### src/rtl/blt_pkg.sv
package blt_pkg;

  // configuration port
  localparam int unsigned CFG_IDX_W = 3;
  localparam int unsigned CFG_DATA_W = 16;

  localparam logic [CFG_IDX_W-1:0] CFG_LEVEL80  = 3'd0;
  localparam logic [CFG_IDX_W-1:0] CFG_LEVEL50  = 3'd1;
  localparam logic [CFG_IDX_W-1:0] CFG_LEVEL20  = 3'd2;
  localparam logic [CFG_IDX_W-1:0] CFG_EMPTY    = 3'd3;
  localparam logic [CFG_IDX_W-1:0] CFG_HYST     = 3'd4;
  localparam logic [CFG_IDX_W-1:0] CFG_TRIM     = 3'd5;
  localparam logic [CFG_IDX_W-1:0] CFG_DIS_INT  = 3'd6;
  localparam logic [CFG_IDX_W-1:0] CFG_CHG_INT  = 3'd7;

  // result queue
  localparam int unsigned FIFO_AW = 2;
  localparam int unsigned FIFO_DEPTH = 1 << FIFO_AW;

  localparam logic [15:0] TICK_MAX = 16'hffff;

  // event codes
  localparam logic [1:0] EVT_UNPLUG = 2'd0;
  localparam logic [1:0] EVT_SLEEP  = 2'd1;
  localparam logic [1:0] EVT_LEVEL  = 2'd2;

  typedef enum logic [2:0] {
    LVL_EMPTY = 3'd0,
    LVL_P20   = 3'd1,
    LVL_P50   = 3'd2,
    LVL_P80   = 3'd3,
    LVL_P99   = 3'd4,
    LVL_FULL  = 3'd5
  } level_t;

  typedef enum logic {
    DIS_INIT = 1'b0,
    DIS_RUN  = 1'b1
  } dis_phase_t;

  typedef enum logic [1:0] {
    CHG_INIT  = 2'd0,
    CHG_LEARN = 2'd1,
    CHG_RUN   = 2'd2,
    CHG_DONE  = 2'd3
  } chg_phase_t;

  typedef struct packed {
    logic        usb_plugged;
    logic        charge_done;
    logic [12:0] battery_mv;
  } in_t;

  typedef struct packed {
    logic [1:0] event_kind;
    logic [2:0] level_code;
    logic       last_of_tick;
  } out_t;

  typedef struct packed {
    logic [12:0] level80_threshold_mv;
    logic [12:0] level50_threshold_mv;
    logic [12:0] level20_threshold_mv;
    logic [12:0] empty_threshold_mv;
    logic [7:0]  hysteresis_mv;
    logic [12:0] full_trim_mv;
    logic [15:0] discharge_interval;
    logic [15:0] charge_interval;
  } cfg_t;

  // results of one transaction pushed into the queue, slot 0 first
  typedef struct packed {
    logic [1:0] n;
    out_t       e0;
    out_t       e1;
  } push_t;

  // band grading with hysteresis; v - h and v + h compares kept unsigned
  function automatic level_t blt_grade(level_t lv, logic [12:0] v, cfg_t c);
    logic [13:0] vw;
    logic [13:0] vh;
    logic [13:0] t80;
    logic [13:0] t50;
    logic [13:0] t20;
    logic [13:0] hw;
    level_t      res;
    vw  = {1'b0, v};
    hw  = {6'b0, c.hysteresis_mv};
    vh  = vw + hw;
    t80 = {1'b0, c.level80_threshold_mv};
    t50 = {1'b0, c.level50_threshold_mv};
    t20 = {1'b0, c.level20_threshold_mv};
    res = lv;
    case (lv)
      LVL_EMPTY: begin
        if (vw > t80) res = LVL_P99;
        else if (vw > t50) res = LVL_P80;
        else if (vw > t20) res = LVL_P50;
        else res = LVL_P20;
      end
      LVL_P99: begin
        if (vh < t80) res = LVL_P80;
      end
      LVL_P80: begin
        if (vw > t80 + hw) res = LVL_P99;
        else if (vh < t50) res = LVL_P50;
      end
      LVL_P50: begin
        if (vw > t50 + hw) res = LVL_P80;
        else if (vh < t20) res = LVL_P20;
      end
      default: begin
        // lowest band, also used for full
        if (vw > t20 + hw) res = LVL_P50;
        else if (v <= c.empty_threshold_mv) res = LVL_EMPTY;
        else res = lv;
      end
    endcase
    return res;
  endfunction

endpackage

### src/rtl/blt_out_fifo.sv
module blt_out_fifo
  import blt_pkg::*;
(
  input  logic  clk,
  input  logic  rst_n,
  input  push_t push,
  output logic  room_lt2,
  output logic  out_valid,
  input  logic  out_stall,
  output out_t  out_data
);

  out_t                 mem_r [FIFO_DEPTH];
  logic [FIFO_AW-1:0]   wr_ptr_r;
  logic [FIFO_AW-1:0]   wr_ptr_nxt;
  logic [FIFO_AW-1:0]   rd_ptr_r;
  logic [FIFO_AW-1:0]   rd_ptr_nxt;
  logic [FIFO_AW:0]     count_r;
  logic [FIFO_AW:0]     count_nxt;
  logic                 pop;

  assign out_valid = (count_r != '0);
  assign out_data  = mem_r[rd_ptr_r];
  assign pop       = out_valid && !out_stall;
  assign room_lt2  = (count_r > (FIFO_AW + 1)'(FIFO_DEPTH - 2));

  always_comb begin
    wr_ptr_nxt = wr_ptr_r + FIFO_AW'(push.n);
    rd_ptr_nxt = rd_ptr_r + FIFO_AW'(pop);
    count_nxt  = count_r + (FIFO_AW + 1)'(push.n) - (FIFO_AW + 1)'(pop);
  end

  always_ff @(posedge clk) begin
    if (push.n != 2'd0) begin
      mem_r[wr_ptr_r] <= push.e0;
    end
    if (push.n == 2'd2) begin
      mem_r[wr_ptr_r + FIFO_AW'(1)] <= push.e1;
    end
  end

  always_ff @(posedge clk) begin
    if (!rst_n) begin
      wr_ptr_r <= '0;
      rd_ptr_r <= '0;
      count_r  <= '0;
    end else begin
      wr_ptr_r <= wr_ptr_nxt;
      rd_ptr_r <= rd_ptr_nxt;
      count_r  <= count_nxt;
    end
  end

endmodule

### src/rtl/battery_level_tracker.sv
// results: the results of an accepted tick are registered in the result queue and offered on out_ in order
// throughput: one tick per cycle while in_stall is low; a tick that gives two results needs two output transfers
// the four-entry result queue sets the pace: in_stall is high while fewer than two slots are free
// reset: synchronous on rst_n low; levels, phases, counters and the queue clear,
// configuration registers return to their default values
module battery_level_tracker
  import blt_pkg::*;
(
  input  logic                  clk,
  input  logic                  rst_n,
  // tick input channel
  input  logic                  in_valid,
  output logic                  in_stall,
  input  in_t                   in_data,
  // result channel
  output logic                  out_valid,
  input  logic                  out_stall,
  output out_t                  out_data,
  // configuration write channel
  input  logic                  cfg_valid,
  output logic                  cfg_ready,
  input  logic [CFG_IDX_W-1:0]  cfg_index,
  input  logic [CFG_DATA_W-1:0] cfg_data
);

  cfg_t        cfg_r;
  logic [15:0] tick_count_r;
  logic [15:0] tick_count_nxt;
  dis_phase_t  dis_phase_r;
  dis_phase_t  dis_phase_nxt;
  chg_phase_t  chg_phase_r;
  chg_phase_t  chg_phase_nxt;
  level_t      level_now_r;
  level_t      level_now_nxt;
  level_t      level_saved_r;
  level_t      level_saved_nxt;
  logic [12:0] voltage_saved_r;
  logic [12:0] voltage_saved_nxt;
  logic [12:0] offset_mv_r;
  logic [12:0] offset_mv_nxt;

  logic        acc;
  logic        room_lt2;
  push_t       push;

  // per-tick datapath
  logic [12:0] v;
  logic [15:0] tick_inc;
  logic        gt_dis;
  logic        gt_chg;
  logic [12:0] off_dec;
  logic [12:0] corr;
  level_t      g_fresh;
  level_t      g_dis;
  level_t      g_run;

  assign cfg_ready = 1'b1;
  assign in_stall  = room_lt2;
  assign acc       = in_valid && !in_stall;

  // configuration registers
  always_ff @(posedge clk) begin
    if (!rst_n) begin
      cfg_r.level80_threshold_mv <= 13'd3950;
      cfg_r.level50_threshold_mv <= 13'd3750;
      cfg_r.level20_threshold_mv <= 13'd3600;
      cfg_r.empty_threshold_mv   <= 13'd3300;
      cfg_r.hysteresis_mv        <= 8'd25;
      cfg_r.full_trim_mv         <= 13'd4195;
      cfg_r.discharge_interval   <= 16'd1000;
      cfg_r.charge_interval      <= 16'd5000;
    end else if (cfg_valid && cfg_ready) begin
      case (cfg_index)
        CFG_LEVEL80: cfg_r.level80_threshold_mv <= cfg_data[12:0];
        CFG_LEVEL50: cfg_r.level50_threshold_mv <= cfg_data[12:0];
        CFG_LEVEL20: cfg_r.level20_threshold_mv <= cfg_data[12:0];
        CFG_EMPTY:   cfg_r.empty_threshold_mv   <= cfg_data[12:0];
        CFG_HYST:    cfg_r.hysteresis_mv        <= cfg_data[7:0];
        CFG_TRIM:    cfg_r.full_trim_mv         <= cfg_data[12:0];
        CFG_DIS_INT: cfg_r.discharge_interval   <= cfg_data;
        CFG_CHG_INT: cfg_r.charge_interval      <= cfg_data;
        default:     cfg_r.charge_interval      <= cfg_r.charge_interval;
      endcase
    end
  end

  // shared per-tick values: saturating counter, interval checks, corrected voltage, band grades
  always_comb begin
    v        = in_data.battery_mv;
    tick_inc = (tick_count_r == TICK_MAX) ? tick_count_r : tick_count_r + 16'd1;
    gt_dis   = (tick_inc > cfg_r.discharge_interval);
    gt_chg   = (tick_inc > cfg_r.charge_interval);
    // offset trims down by one above the full voltage
    off_dec  = ((v > cfg_r.full_trim_mv) && (offset_mv_r != 13'd0)) ?
               offset_mv_r - 13'd1 : offset_mv_r;
    // corrected voltage clamps at zero
    corr     = (v > off_dec) ? v - off_dec : 13'd0;
    g_fresh  = blt_grade(LVL_EMPTY, v, cfg_r);
    g_dis    = blt_grade(level_now_r, v, cfg_r);
    g_run    = blt_grade(level_now_r, corr, cfg_r);
  end

  // phase next state: entering one mode resets the other one's phase
  always_comb begin
    dis_phase_nxt = dis_phase_r;
    chg_phase_nxt = chg_phase_r;
    if (!in_data.usb_plugged) begin
      chg_phase_nxt = CHG_INIT;
      dis_phase_nxt = DIS_RUN;
    end else begin
      dis_phase_nxt = DIS_INIT;
      case (chg_phase_r)
        CHG_INIT:  chg_phase_nxt = CHG_LEARN;
        CHG_LEARN: if (gt_chg) chg_phase_nxt = CHG_RUN;
        CHG_RUN:   if (in_data.charge_done) chg_phase_nxt = CHG_DONE;
        CHG_DONE:  chg_phase_nxt = CHG_DONE;
        default:   chg_phase_nxt = CHG_INIT;
      endcase
    end
  end

  // level tracking and result generation
  always_comb begin
    tick_count_nxt    = tick_inc;
    level_now_nxt     = level_now_r;
    level_saved_nxt   = level_saved_r;
    voltage_saved_nxt = voltage_saved_r;
    offset_mv_nxt     = offset_mv_r;
    push              = '0;
    if (!in_data.usb_plugged) begin
      if (dis_phase_r == DIS_INIT) begin
        // plug-out: first grade if still empty, then report once
        if (level_now_r == LVL_EMPTY) begin
          voltage_saved_nxt = v;
          level_now_nxt     = g_fresh;
          level_saved_nxt   = g_fresh;
        end
        push.n                = 2'd1;
        push.e0.event_kind    = EVT_UNPLUG;
        push.e0.level_code    = LVL_EMPTY;
        push.e0.last_of_tick  = 1'b1;
        tick_count_nxt        = '0;
      end else if (gt_dis) begin
        // periodic regrade, keep only drops
        tick_count_nxt    = '0;
        voltage_saved_nxt = v;
        level_now_nxt     = g_dis;
        if (g_dis < level_saved_r) begin
          level_saved_nxt = g_dis;
          if (g_dis == LVL_EMPTY) begin
            push.n               = 2'd1;
            push.e0.event_kind   = EVT_SLEEP;
            push.e0.level_code   = LVL_EMPTY;
            push.e0.last_of_tick = 1'b1;
          end
        end
      end
    end else begin
      case (chg_phase_r)
        CHG_INIT: begin
          // plug-in: first grade if still empty, then report the level once
          push.n               = 2'd1;
          push.e0.event_kind   = EVT_LEVEL;
          push.e0.level_code   = level_now_r;
          push.e0.last_of_tick = 1'b1;
          if (level_now_r == LVL_EMPTY) begin
            voltage_saved_nxt  = v;
            level_now_nxt      = g_fresh;
            level_saved_nxt    = g_fresh;
            push.e0.level_code = g_fresh;
          end
          tick_count_nxt = '0;
        end
        CHG_LEARN: begin
          // learn the charger offset over the saved voltage
          if (gt_chg) begin
            tick_count_nxt = '0;
            offset_mv_nxt  = (v > voltage_saved_r) ? v - voltage_saved_r : 13'd0;
          end
        end
        CHG_RUN: begin
          if (gt_chg) begin
            tick_count_nxt    = '0;
            offset_mv_nxt     = off_dec;
            voltage_saved_nxt = corr;
            level_now_nxt     = g_run;
            // report rises only
            if (g_run > level_saved_r) begin
              level_saved_nxt      = g_run;
              push.n               = 2'd1;
              push.e0.event_kind   = EVT_LEVEL;
              push.e0.level_code   = g_run;
              push.e0.last_of_tick = 1'b1;
            end
          end
          // termination forces full, after any rise report of this tick
          if (in_data.charge_done) begin
            level_now_nxt   = LVL_FULL;
            level_saved_nxt = LVL_FULL;
            tick_count_nxt  = '0;
            if (push.n == 2'd1) begin
              push.n               = 2'd2;
              push.e0.last_of_tick = 1'b0;
              push.e1.event_kind   = EVT_LEVEL;
              push.e1.level_code   = LVL_FULL;
              push.e1.last_of_tick = 1'b1;
            end else begin
              push.n               = 2'd1;
              push.e0.event_kind   = EVT_LEVEL;
              push.e0.level_code   = LVL_FULL;
              push.e0.last_of_tick = 1'b1;
            end
          end
        end
        default: begin
          // charge done: only keep sampling
          if (gt_chg) begin
            tick_count_nxt    = '0;
            voltage_saved_nxt = v;
          end
        end
      endcase
    end
    if (!acc) begin
      push.n = 2'd0;
    end
  end

  always_ff @(posedge clk) begin
    if (!rst_n) begin
      tick_count_r    <= '0;
      dis_phase_r     <= DIS_INIT;
      chg_phase_r     <= CHG_INIT;
      level_now_r     <= LVL_EMPTY;
      level_saved_r   <= LVL_EMPTY;
      voltage_saved_r <= '0;
      offset_mv_r     <= '0;
    end else if (acc) begin
      tick_count_r    <= tick_count_nxt;
      dis_phase_r     <= dis_phase_nxt;
      chg_phase_r     <= chg_phase_nxt;
      level_now_r     <= level_now_nxt;
      level_saved_r   <= level_saved_nxt;
      voltage_saved_r <= voltage_saved_nxt;
      offset_mv_r     <= offset_mv_nxt;
    end
  end

  // result queue parts the tick side from the result side
  blt_out_fifo u_out_fifo (
    .clk       (clk),
    .rst_n     (rst_n),
    .push      (push),
    .room_lt2  (room_lt2),
    .out_valid (out_valid),
    .out_stall (out_stall),
    .out_data  (out_data)
  );

`ifndef ASSERT_OFF
  a_two_results_only_in_run: assert property (@(posedge clk) disable iff (!rst_n)
    (push.n == 2'd2) |-> (chg_phase_r == CHG_RUN))
    else $error("two results outside charge run phase");

  a_unplug_clears_charge: assert property (@(posedge clk) disable iff (!rst_n)
    (acc && !in_data.usb_plugged) |=> (chg_phase_r == CHG_INIT))
    else $error("charge phase not cleared after unplugged tick");

  a_done_forces_full: assert property (@(posedge clk) disable iff (!rst_n)
    (acc && in_data.usb_plugged && in_data.charge_done && chg_phase_r == CHG_RUN)
    |=> (level_now_r == LVL_FULL && level_saved_r == LVL_FULL))
    else $error("termination did not force full level");

  a_level_in_range: assert property (@(posedge clk) disable iff (!rst_n)
    (level_now_r <= LVL_FULL) && (level_saved_r <= LVL_FULL))
    else $error("level code out of range");
`endif

endmodule
### config.mk
export PLATFORM = sky130hd
export DESIGN_NAME = battery_level_tracker
export DESIGN_NICKNAME = d
export VERILOG_FILES = /design/src/rtl/blt_pkg.sv /design/src/rtl/blt_out_fifo.sv /design/src/rtl/battery_level_tracker.sv
export SDC_FILE = /design/constraint.sdc
export NUM_CORES = 1
export LEC_CHECK = 0
export ABC_AREA = 1
export CORE_ASPECT_RATIO = 0.8
export CORE_MARGIN = 2
export CORE_UTILIZATION = 58
export CTS_BUF_LIST = sky130_fd_sc_hd__clkbuf_8
export DETAILED_ROUTE_END_ITERATION = 10
export DONT_BUFFER_PORTS = 1
export PLACE_DENSITY = 0.76
export SYNTH_ARGS = -nofsm -noshare
export SYNTH_HDL_FRONTEND = slang
export SYNTH_SLANG_ARGS = --single-unit
export TNS_END_PERCENT = 5
### constraint.sdc
create_clock -name clk -period 9.11 [get_ports clk]
set_input_delay 0.911 -clock clk [delete_from_list [all_inputs] [get_ports clk]]
set_output_delay 0.911 -clock clk [all_outputs]
set_load 0.01 [all_outputs]
==> impl_summary.txt, run 1 <==
----------------------------------------------------
[Floorplan]
  Core Rows ... just under 60
  Floorplan die width ... ~210 µm
  I/O pin count ... 48
  Die Span Y ... between 150 and 200 µm
  Area enclosed by the die boundary ... 0.03444 mm²
  Core region area ... ~0.032 mm²
  Initial standard-cell utilization of the core ... between 50% and 60%

[Finish]
  Post-route core utilization ... between 60% and 70%
  Area overhead of the layout relative to synthesis ... 8.960%
  Number of fillers in the final layout ... between 2000 and 3000
  Number of nets at the end of the flow ... around 3200
  Fraction of layout instances using a drive strength above 1 ... ~8.1%
  Final non-filler cell total ... 3210

[Place]
  RD Place Congestion ... approximately 1.1
  Half-perimeter wire length of the detailed placement result ... roughly 50000 µm
  Input/output buffers ... 0
  Number of placed instances, taps included ... roughly 3200
  Post-placement worst setup slack ... -0.4326 ns

[Setup path]
  Internal reg-to-reg setup slack ... between 0.4 and 0.5 ns
  FF-to-FF path depth ... 60
  CP arrival ... between 8 and 9 ns
  Maximum net fanout on the critical path ... 8
  Required time of the critical path ... around 9.3 ns
  Reg-to-reg critical path endpoint ... u_out_fifo.mem_r[0][5]
  CP max stage delay ... 0.33 ns
  Kind of end point of the critical path ... register
  Crit start category ... register
  Crit Reg-Reg Startpoint ... cfg_r[42]
  Critical path start-end classification ... register to register
  Worst-path cell with the longest stage delay ... sky130_fd_sc_hd__dfxtp_1
  Cell seen most often among critical-path stages ... sky130_fd_sc_hd__nand2_1

[Global routing]
  Global-route wire length before repair ... 102300 µm
  Residual overflow from global routing ... 0
  Total global-route track usage ... 38.60%
  Vias in the first global route ... ~18000
  Antenna violations before repair ... 2
  Maximum number of pins on one net before global-route repair ... ~130

[Hold path]
  Worst min-delay path class ... register to register
  Min-Delay Path Depth ... 2
  Endpoint with the worst hold slack ... cfg_r[27]
  Startpoint of the lowest-slack hold path ... cfg_r[27]

[Power]
  Combinational group share of total power ... a little under half
  Share of power burned in the clock network ... between 10% and 20%
  Power Density ... 144.7 mW/mm²
  Largest vdd supply drop ... around 0.099 mV
  Switching power as a share of total power ... approximately 45%
  Internal power contribution ... about 1.7 mW
  Net switching power of the design ... 1.347 mW
  Leakage power total ... about 10 nW
  Relative contribution of sequential cells to total power ... 32.6%

[Synthesis]
  Number of nets produced by synthesis ... 3132
  Post-synth top flop ... sky130_fd_sc_hd__dfxtp_1
  Gate count of the mapped netlist ... 2707
  Mapped Area ... approximately 0.019 mm²
  Share of synthesized area occupied by flip-flops and latches ... roughly a fifth
  Flop and latch count out of synthesis ... between 150 and 200
  Synthesized area per cell ... around 7 µm²
  Distinct cell type count of the synthesized netlist ... 56
  Syn. warnings ... 0
  Synth async-reset ratio ... 0%
  Post-synth EDFFs ... 16

[Run status]
  Run status ... complete, no violations

[Timing]
  Setup repair after global routing missed its margin ... yes
  Actual transition at the worst max-transition pin ... about 1.1 ns
  Post-route fraction of the period consumed by the critical path ... a little over nine tenths
  Fin. Hold Viols ... 0
  Final setup violation count ... 0
  Max Slew Vio Count ... 0
  Final Worst Setup Slack ... ~0.49 ns
  Final Skew ... roughly 0.020 ns
  Headroom to the max-slew limit ... a little over a quarter
  Maximum clock frequency ... roughly 120 MHz
  Final min period ... 8.625 ns

[Routing]
  Number of DRC markers in iteration 0 ... around 2200
  Total Wirelength ... roughly 67000 µm
  WL per Instance ... ~21 µm
  Routed via count ... ~20000
  First-pass detailed-route iteration total ... 6
  DRC violations left ... 0
  Mean number of vias per cell ... slightly above 6
  Number of routed nets with antenna violations ... 0

[Clock network]
  TritonCTS buffer count ... 17
  Number of hold-repair buffers added at the cts stage ... 0
  # H-tree levels ... 4
  Worst skew pair latency ... around 0.52 ns
  Clock Root Buffer ... sky130_fd_sc_hd__clkbuf_8
  Clock-pin slew reported for the worst setup and hold paths after clock tree synthesis ... 0.12 ns
  Worst-case clock buffer depth ... 2
  Clock tree from TritonCTS ... built
  Clock Sink Count ... roughly 190

[Run]
  Number of max-cap violations ... 0

----------------------------------------------------
## cell type report
cell class / count / area (µm²) / area share (%)
flip-flops and latches: 187 / 3904 / 18.74
repair buffers: 104 / 784.5 / 3.766
multi-input cells: 2114 / 13920 / 66.82
clock inverters: 14 / 142.6 / 0.6848
well taps: 427 / 534.3 / 2.565
inverters: 345 / 1295 / 6.217
diodes: 1 / 2.502 / 0.01201
clock buffers: 18 / 247.7 / 1.189
## worst max-delay path by stage
stage,slack (ns),start,endpoint
after global routing,-0.18,cfg_r[33],u_out_fifo.mem_r[3][4]
after detailed placement,-0.43,in_data[12],u_out_fifo.count_r[2]
after CTS,0.08,cfg_r[44],u_out_fifo.count_r[2]
after floorplan,0.19,in_data[12],u_out_fifo.count_r[2]
after global placement,-0.05,in_data[12],u_out_fifo.count_r[2]
final,0.49,cfg_r[42],u_out_fifo.mem_r[0][5]
## layout by cell type (no fill, tap or decap), types with 5 or more instances in the layout
cell type,count
sky130_fd_sc_hd__a211oi_1,12
sky130_fd_sc_hd__a21o_1,5
sky130_fd_sc_hd__a21oi_1,339
sky130_fd_sc_hd__a21oi_2,13
sky130_fd_sc_hd__buf_4,103
sky130_fd_sc_hd__clkbuf_8,18
sky130_fd_sc_hd__dfxtp_1,171
sky130_fd_sc_hd__edfxtp_1,16
sky130_fd_sc_hd__fa_1,6
sky130_fd_sc_hd__ha_1,372
sky130_fd_sc_hd__ha_4,5
sky130_fd_sc_hd__inv_1,338
sky130_fd_sc_hd__inv_2,7
sky130_fd_sc_hd__nand2_1,489
sky130_fd_sc_hd__nand2_2,12
sky130_fd_sc_hd__nand3_1,90
sky130_fd_sc_hd__nand3_2,12
sky130_fd_sc_hd__nand4_1,44
sky130_fd_sc_hd__nor2_1,186
sky130_fd_sc_hd__nor2_2,7
sky130_fd_sc_hd__nor2_4,5
sky130_fd_sc_hd__nor3_1,37
sky130_fd_sc_hd__nor4_1,9
sky130_fd_sc_hd__o2111ai_1,6
sky130_fd_sc_hd__o211ai_1,62
sky130_fd_sc_hd__o21ai_0,210
sky130_fd_sc_hd__o21ai_1,7
sky130_fd_sc_hd__o21bai_1,17
sky130_fd_sc_hd__o221ai_1,15
sky130_fd_sc_hd__o22ai_1,7
sky130_fd_sc_hd__xnor2_1,24
sky130_fd_sc_hd__xor2_1,58
## cell usage after synthesis (all sizes together) (4+ instances only)
cell type	count	area share, %
a21oi	353	9.4
nor3	41	1.1
nor4	10	0.33
o21a	4	0.16
o21bai	18	0.73
and2	4	0.13
xnor2	24	1.1
o211ai	62	2.4
fa	8	0.84
edfxtp	16	2.5
nand2	505	10
o22ai	7	0.23
nand4	44	1.4
o2111ai	6	0.27
o221ai	17	0.78
dfxtp	171	18
a21boi	5	0.20
inv	343	6.7
a21o	5	0.20
clkbuf	58	1.1
nand3b	4	0.16
xor2	62	2.8
a211oi	12	0.47
nand3	103	3.0
ha	378	25
nor2	198	4.1
o21ai	218	5.7
## sequential cells by signal (all words and copies together) (netlist names)
name	count
cfg_r	105
dis_phase_r	1
voltage_saved_r	13
offset_mv_r	13
u_out_fifo.wr_ptr_r	2
u_out_fifo.count_r	3
level_now_r	3
chg_phase_r	2
u_out_fifo.rd_ptr_r	2
u_out_fifo.mem_r	24
level_saved_r	3
tick_count_r	16
## timing repair
item | 4_1_cts | 5_1_grt
resized for setup | 0 | 48
endpoints found under the setup margin | 0 | 48
setup buffers | 0 | 14
## critical path: cells and delay by family, from the launching register on
| family | cells | cell delay (ns) |
|---|---|---|
| xor+xnor | 2 | 0.34 |
| buf+inv | 12 | 1.28 |
| simple gates | 29 | 2.75 |
| compound gates | 11 | 1.83 |
| fa+ha+maj | 6 | 1.77 |
| flops | 1 | 0.33 |
## stage by stage
| step | TNS (ns) | total power [mW] | instance area (µm²) | hold slack (ns) |
|---|---|---|---|---|
| final | 0 | 3.015 | 20830 | 0.4694 |
| after global routing | -3.699 | 3.227 | 20830 | 0.4757 |
| after CTS | 0 | 2.949 | 20480 | 0.4717 |
| after detailed placement | -13.44 | 2.365 | 20090 | 0.4529 |
| after global placement | -0.05314 | 2.315 | 20090 | 0.4488 |
| after floorplan | 0 | 1.963 | 19120 | 0.4329 |
## power by group through the flow
stage / clock [mW] / combinational [mW] / sequential [mW]
after floorplan: 0 / 1.00 / 0.962
after global placement: 0 / 1.32 / 0.994
after detailed placement: 0 / 1.37 / 0.998
after CTS: 0.594 / 1.38 / 0.979
after global routing: 0.619 / 1.62 / 0.992
final: 0.590 / 1.44 / 0.983
## routing by layer
layer	vias up	global-route usage [%]	part of all wire, %
li1	9456	-	-
met1	9193	53.54	43
met2	1061	56.61	41
met3	174	12.17	13
met4	0	12.30	3.1
met5	-	0	0
## logic make-up (layout without fill, tap and decap cells)
kind of cell,after synthesis,count (layout),synth area share [%]
AND/OR/NAND/NOR,918,918,20.70
AO/OA/AOI/OAI,723,723,21.33
buffers and inverters,406,481,8.017
adder cells (fa/ha/maj),386,386,25.58
flip-flops,187,187,20.42
XOR/XNOR,86,86,3.940
other,1,2,0.01962
Power figures use the tool's default switching activity.
==> inputs of run 2 (changes only) <==
--- a/config.mk
+++ b/config.mk
@@ -7,12 +7,11 @@
 export LEC_CHECK = 0
 export ABC_AREA = 1
 export CORE_ASPECT_RATIO = 0.8
-export CORE_MARGIN = 2
 export CORE_UTILIZATION = 58
 export CTS_BUF_LIST = sky130_fd_sc_hd__clkbuf_8
 export DETAILED_ROUTE_END_ITERATION = 10
 export DONT_BUFFER_PORTS = 1
-export PLACE_DENSITY = 0.76
+export PLACE_DENSITY = 0.87
 export SYNTH_ARGS = -nofsm -noshare
 export SYNTH_HDL_FRONTEND = slang
 export SYNTH_SLANG_ARGS = --single-unit
==> run 2 against run 1 <==
Against the previous run:
- final cell count shrank 0.28%
- combinational power barely moved
- total power increased by 0.27%
- sequential power about the same
- worst hold slack worse by 0.0024 ns
- wire length grew 0.48%
- clock skew is 0.0082 ns higher
- sequential share of layout area is 0.11 points higher
- critical path type unchanged
- die area fell by 2.2%
==> impl_summary.txt, run 2 (synthesis gave the netlist of run 1 again) <==
----------------------------------------------------
[Place]
  Input/output buffers ... 0 (unchanged)
  Half-perimeter wire length of the detailed placement result ... 50110 µm (-0.19%)
  Number of placed instances, taps included ... 3160 (-0.095%)
  RD Place Congestion ... 1.092 (+2.7%)
  Post-placement worst setup slack ... -0.2431 ns (+0.1895 ns)

[Floorplan]
  I/O pin count ... 48 (unchanged)
  Floorplan die width ... 205.0 µm (-0.97%)
  Core region area ... 0.03248 mm² (unchanged)
  Die Span Y ... 164.4 µm (-1.2%)
  Initial standard-cell utilization of the core ... 58.86% (unchanged)
  Core Rows ... 59 (unchanged)
  Area enclosed by the die boundary ... 0.03370 mm² (-2.2%)

[Global routing]
  Maximum number of pins on one net before global-route repair ... 125 (unchanged)
  Total global-route track usage ... 39.30% (+0.70 points)
  Vias in the first global route ... 18590 (+1.3%)
  Global-route wire length before repair ... 101200 µm (-1.1%)
  Residual overflow from global routing ... 0 (unchanged)
  Antenna violations before repair ... 1 (-1)

[Timing]
  Maximum clock frequency ... 113.7 MHz (-1.9%)
  Fin. Hold Viols ... 0 (unchanged)
  Actual transition at the worst max-transition pin ... 1.145 ns (+0.06325 ns)
  Final setup violation count ... 0 (unchanged)
  Headroom to the max-slew limit ... 23.21% (-4.2 points)
  Final Worst Setup Slack ... 0.3184 ns (-0.1667 ns)
  Final Skew ... 0.02862 ns (+0.008205 ns)
  Final min period ... 8.792 ns (+0.1667 ns)
  Post-route fraction of the period consumed by the critical path ... 96.51% (+1.8 points)
  Max Slew Vio Count ... 0 (unchanged)
  Final total negative setup slack ... 0 ns (unchanged)

[Finish]
  Number of nets at the end of the flow ... 3185 (-0.28%)
  Most flops, register ... cfg_r
  Most frequent standard cell in the layout excluding fill and tap cells ... sky130_fd_sc_hd__nand2_1
  Flip-flop count of the largest register, all copies and words added ... 105 (unchanged)
  Largest registers ... cfg_r: 105 flops, u_out_fifo.mem_r: 24 flops, tick_count_r: 16 flops
  Top library cells by usage in the layout, fill and taps aside ... 489 x sky130_fd_sc_hd__nand2_1, 374 x sky130_fd_sc_hd__ha_1, 343 x sky130_fd_sc_hd__a21oi_1
  Final non-filler cell total ... 3201 (-0.28%)
  Fraction of layout instances using a drive strength above 1 ... 7.501% (-0.59 points)
  Number of fillers in the final layout ... 2836 (-3.7%)
  Post-route core utilization ... 63.76% (-0.37 points)
  Area overhead of the layout relative to synthesis ... 8.332%

[Routing]
  Mean number of vias per cell ... 6.367 (+2.8%)
  Number of routed nets with antenna violations ... 0 (unchanged)
  Total Wirelength ... 67080 µm (+0.48%)
  DRC violations left ... 0 (unchanged)
  First-pass detailed-route iteration total ... 6 (unchanged)
  Number of DRC markers in iteration 0 ... 2460 (+14%)
  Routed via count ... 20380 (+2.5%)
  WL per Instance ... 20.95 µm (+0.77%)

[Power]
  Power Density ... 146.0 mW/mm² (+0.85%)
  Largest vdd supply drop ... 0.1153 mV (+16%)
  Leakage power total ... 10.05 nW (-0.28%)
  Final Total Pwr ... 3.023 mW (+0.27%)

[Setup path]
  CP max stage delay ... 0.40 ns (+0.07 ns)
  Worst-path cell with the longest stage delay ... sky130_fd_sc_hd__or3_4
  Cell seen most often among critical-path stages ... sky130_fd_sc_hd__nand2_1
  Maximum net fanout on the critical path ... 3 (-5)
  Crit start category ... register
  Crit path max-delay family ... simple AND/OR/NAND/NOR gates
  Total buffers and inverters traversed by the critical path ... 12 (unchanged)
  Required time of the critical path ... 9.53 ns (+0.20 ns)
  CP arrival ... 9.21 ns (+0.37 ns)
  Critical path start-end classification ... register to register
  Kind of end point of the critical path ... register

[Clock network]
  Clock-pin slew reported for the worst setup and hold paths after clock tree synthesis ... 0.11 ns (about the same)
  Clock tree from TritonCTS ... built
  Clock Root Buffer ... sky130_fd_sc_hd__clkbuf_8
  Worst skew pair latency ... 0.54 ns (+0.02 ns)
  Number of hold-repair buffers added at the cts stage ... 0 (unchanged)
  Worst-case clock buffer depth ... 2 (unchanged)
  Clock Sink Count ... 187 (unchanged)
  # H-tree levels ... 4 (unchanged)
  TritonCTS buffer count ... 17 (unchanged)

[Run status]
  Run status ... complete, no violations

[Run]
  Number of max-cap violations ... 0 (unchanged)

[Hold path]
  Worst min-delay path class ... register to register

----------------------------------------------------
[run 2: final timing paths]
check | start | endpoint | slack, ns | cells past startpoint
worst max-delay path | cfg_r[44] | u_out_fifo.count_r[2] | 0.32 | 60
worst min-delay path | cfg_r[11] | cfg_r[11] | 0.47 | 2
worst max register to register | cfg_r[44] | u_out_fifo.count_r[2] | 0.32 | 60
worst min register to register | cfg_r[11] | cfg_r[11] | 0.47 | 2
[run 2: through the flow]
| step | instance area, µm² | hold WS (ns) |
|---|---|---|
| after floorplan | 19120 | 0.4329 |
| after global placement | 20080 | 0.4431 |
| after detailed placement | 20080 | 0.4538 |
| after CTS | 20470 | 0.4605 |
| after global routing | 20710 | 0.4714 |
| final | 20710 | 0.4670 |
[run 2: routing by layer]
layer	wire, µm	up-vias	track usage, %
li1	-	9447	-
met1	26930	9355	51.54
met2	27610	1315	59.31
met3	9447	265	12.37
met4	3094	0	16.50
met5	0	-	0
[run 2: report_power, final]
group	switching, mW	total [mW]	leakage (nW)	internal (mW)
sequential	0.0736	0.982	1.55	0.908
combinational	0.916	1.44	8.30	0.524
clock	0.353	0.602	0.207	0.249
total	1.34	3.02	10.0	1.68
[run 2: tightest hold or removal path, stage by stage (launching register included)]
cell	delay, ns
sky130_fd_sc_hd__dfxtp_1	0.31
sky130_fd_sc_hd__inv_1	0.06
sky130_fd_sc_hd__a21oi_1	0.06
[run 2: cell type report]
class | instances | area, µm² | area share (%)
Clock buffer | 17 | 234.0 | 1.130
Clock inverter | 15 | 161.4 | 0.7794
Sequential cell | 187 | 3905 | 18.86
Tap cell | 427 | 534.3 | 2.580
Antenna cell | 1 | 2.502 | 0.01208
Timing Repair Buffer | 95 | 725.7 | 3.504
Multi-Input combinational cell | 2114 | 13850 | 66.89
Inverter | 345 | 1295 | 6.253
[run 2: timing repair]
item / 4_1_cts / 5_1_grt
endpoints found under the hold margin: 0 / 0
setup endpoints to repair: 0 / 46
resized for setup: 0 / 34
setup buffers: 0 / 8
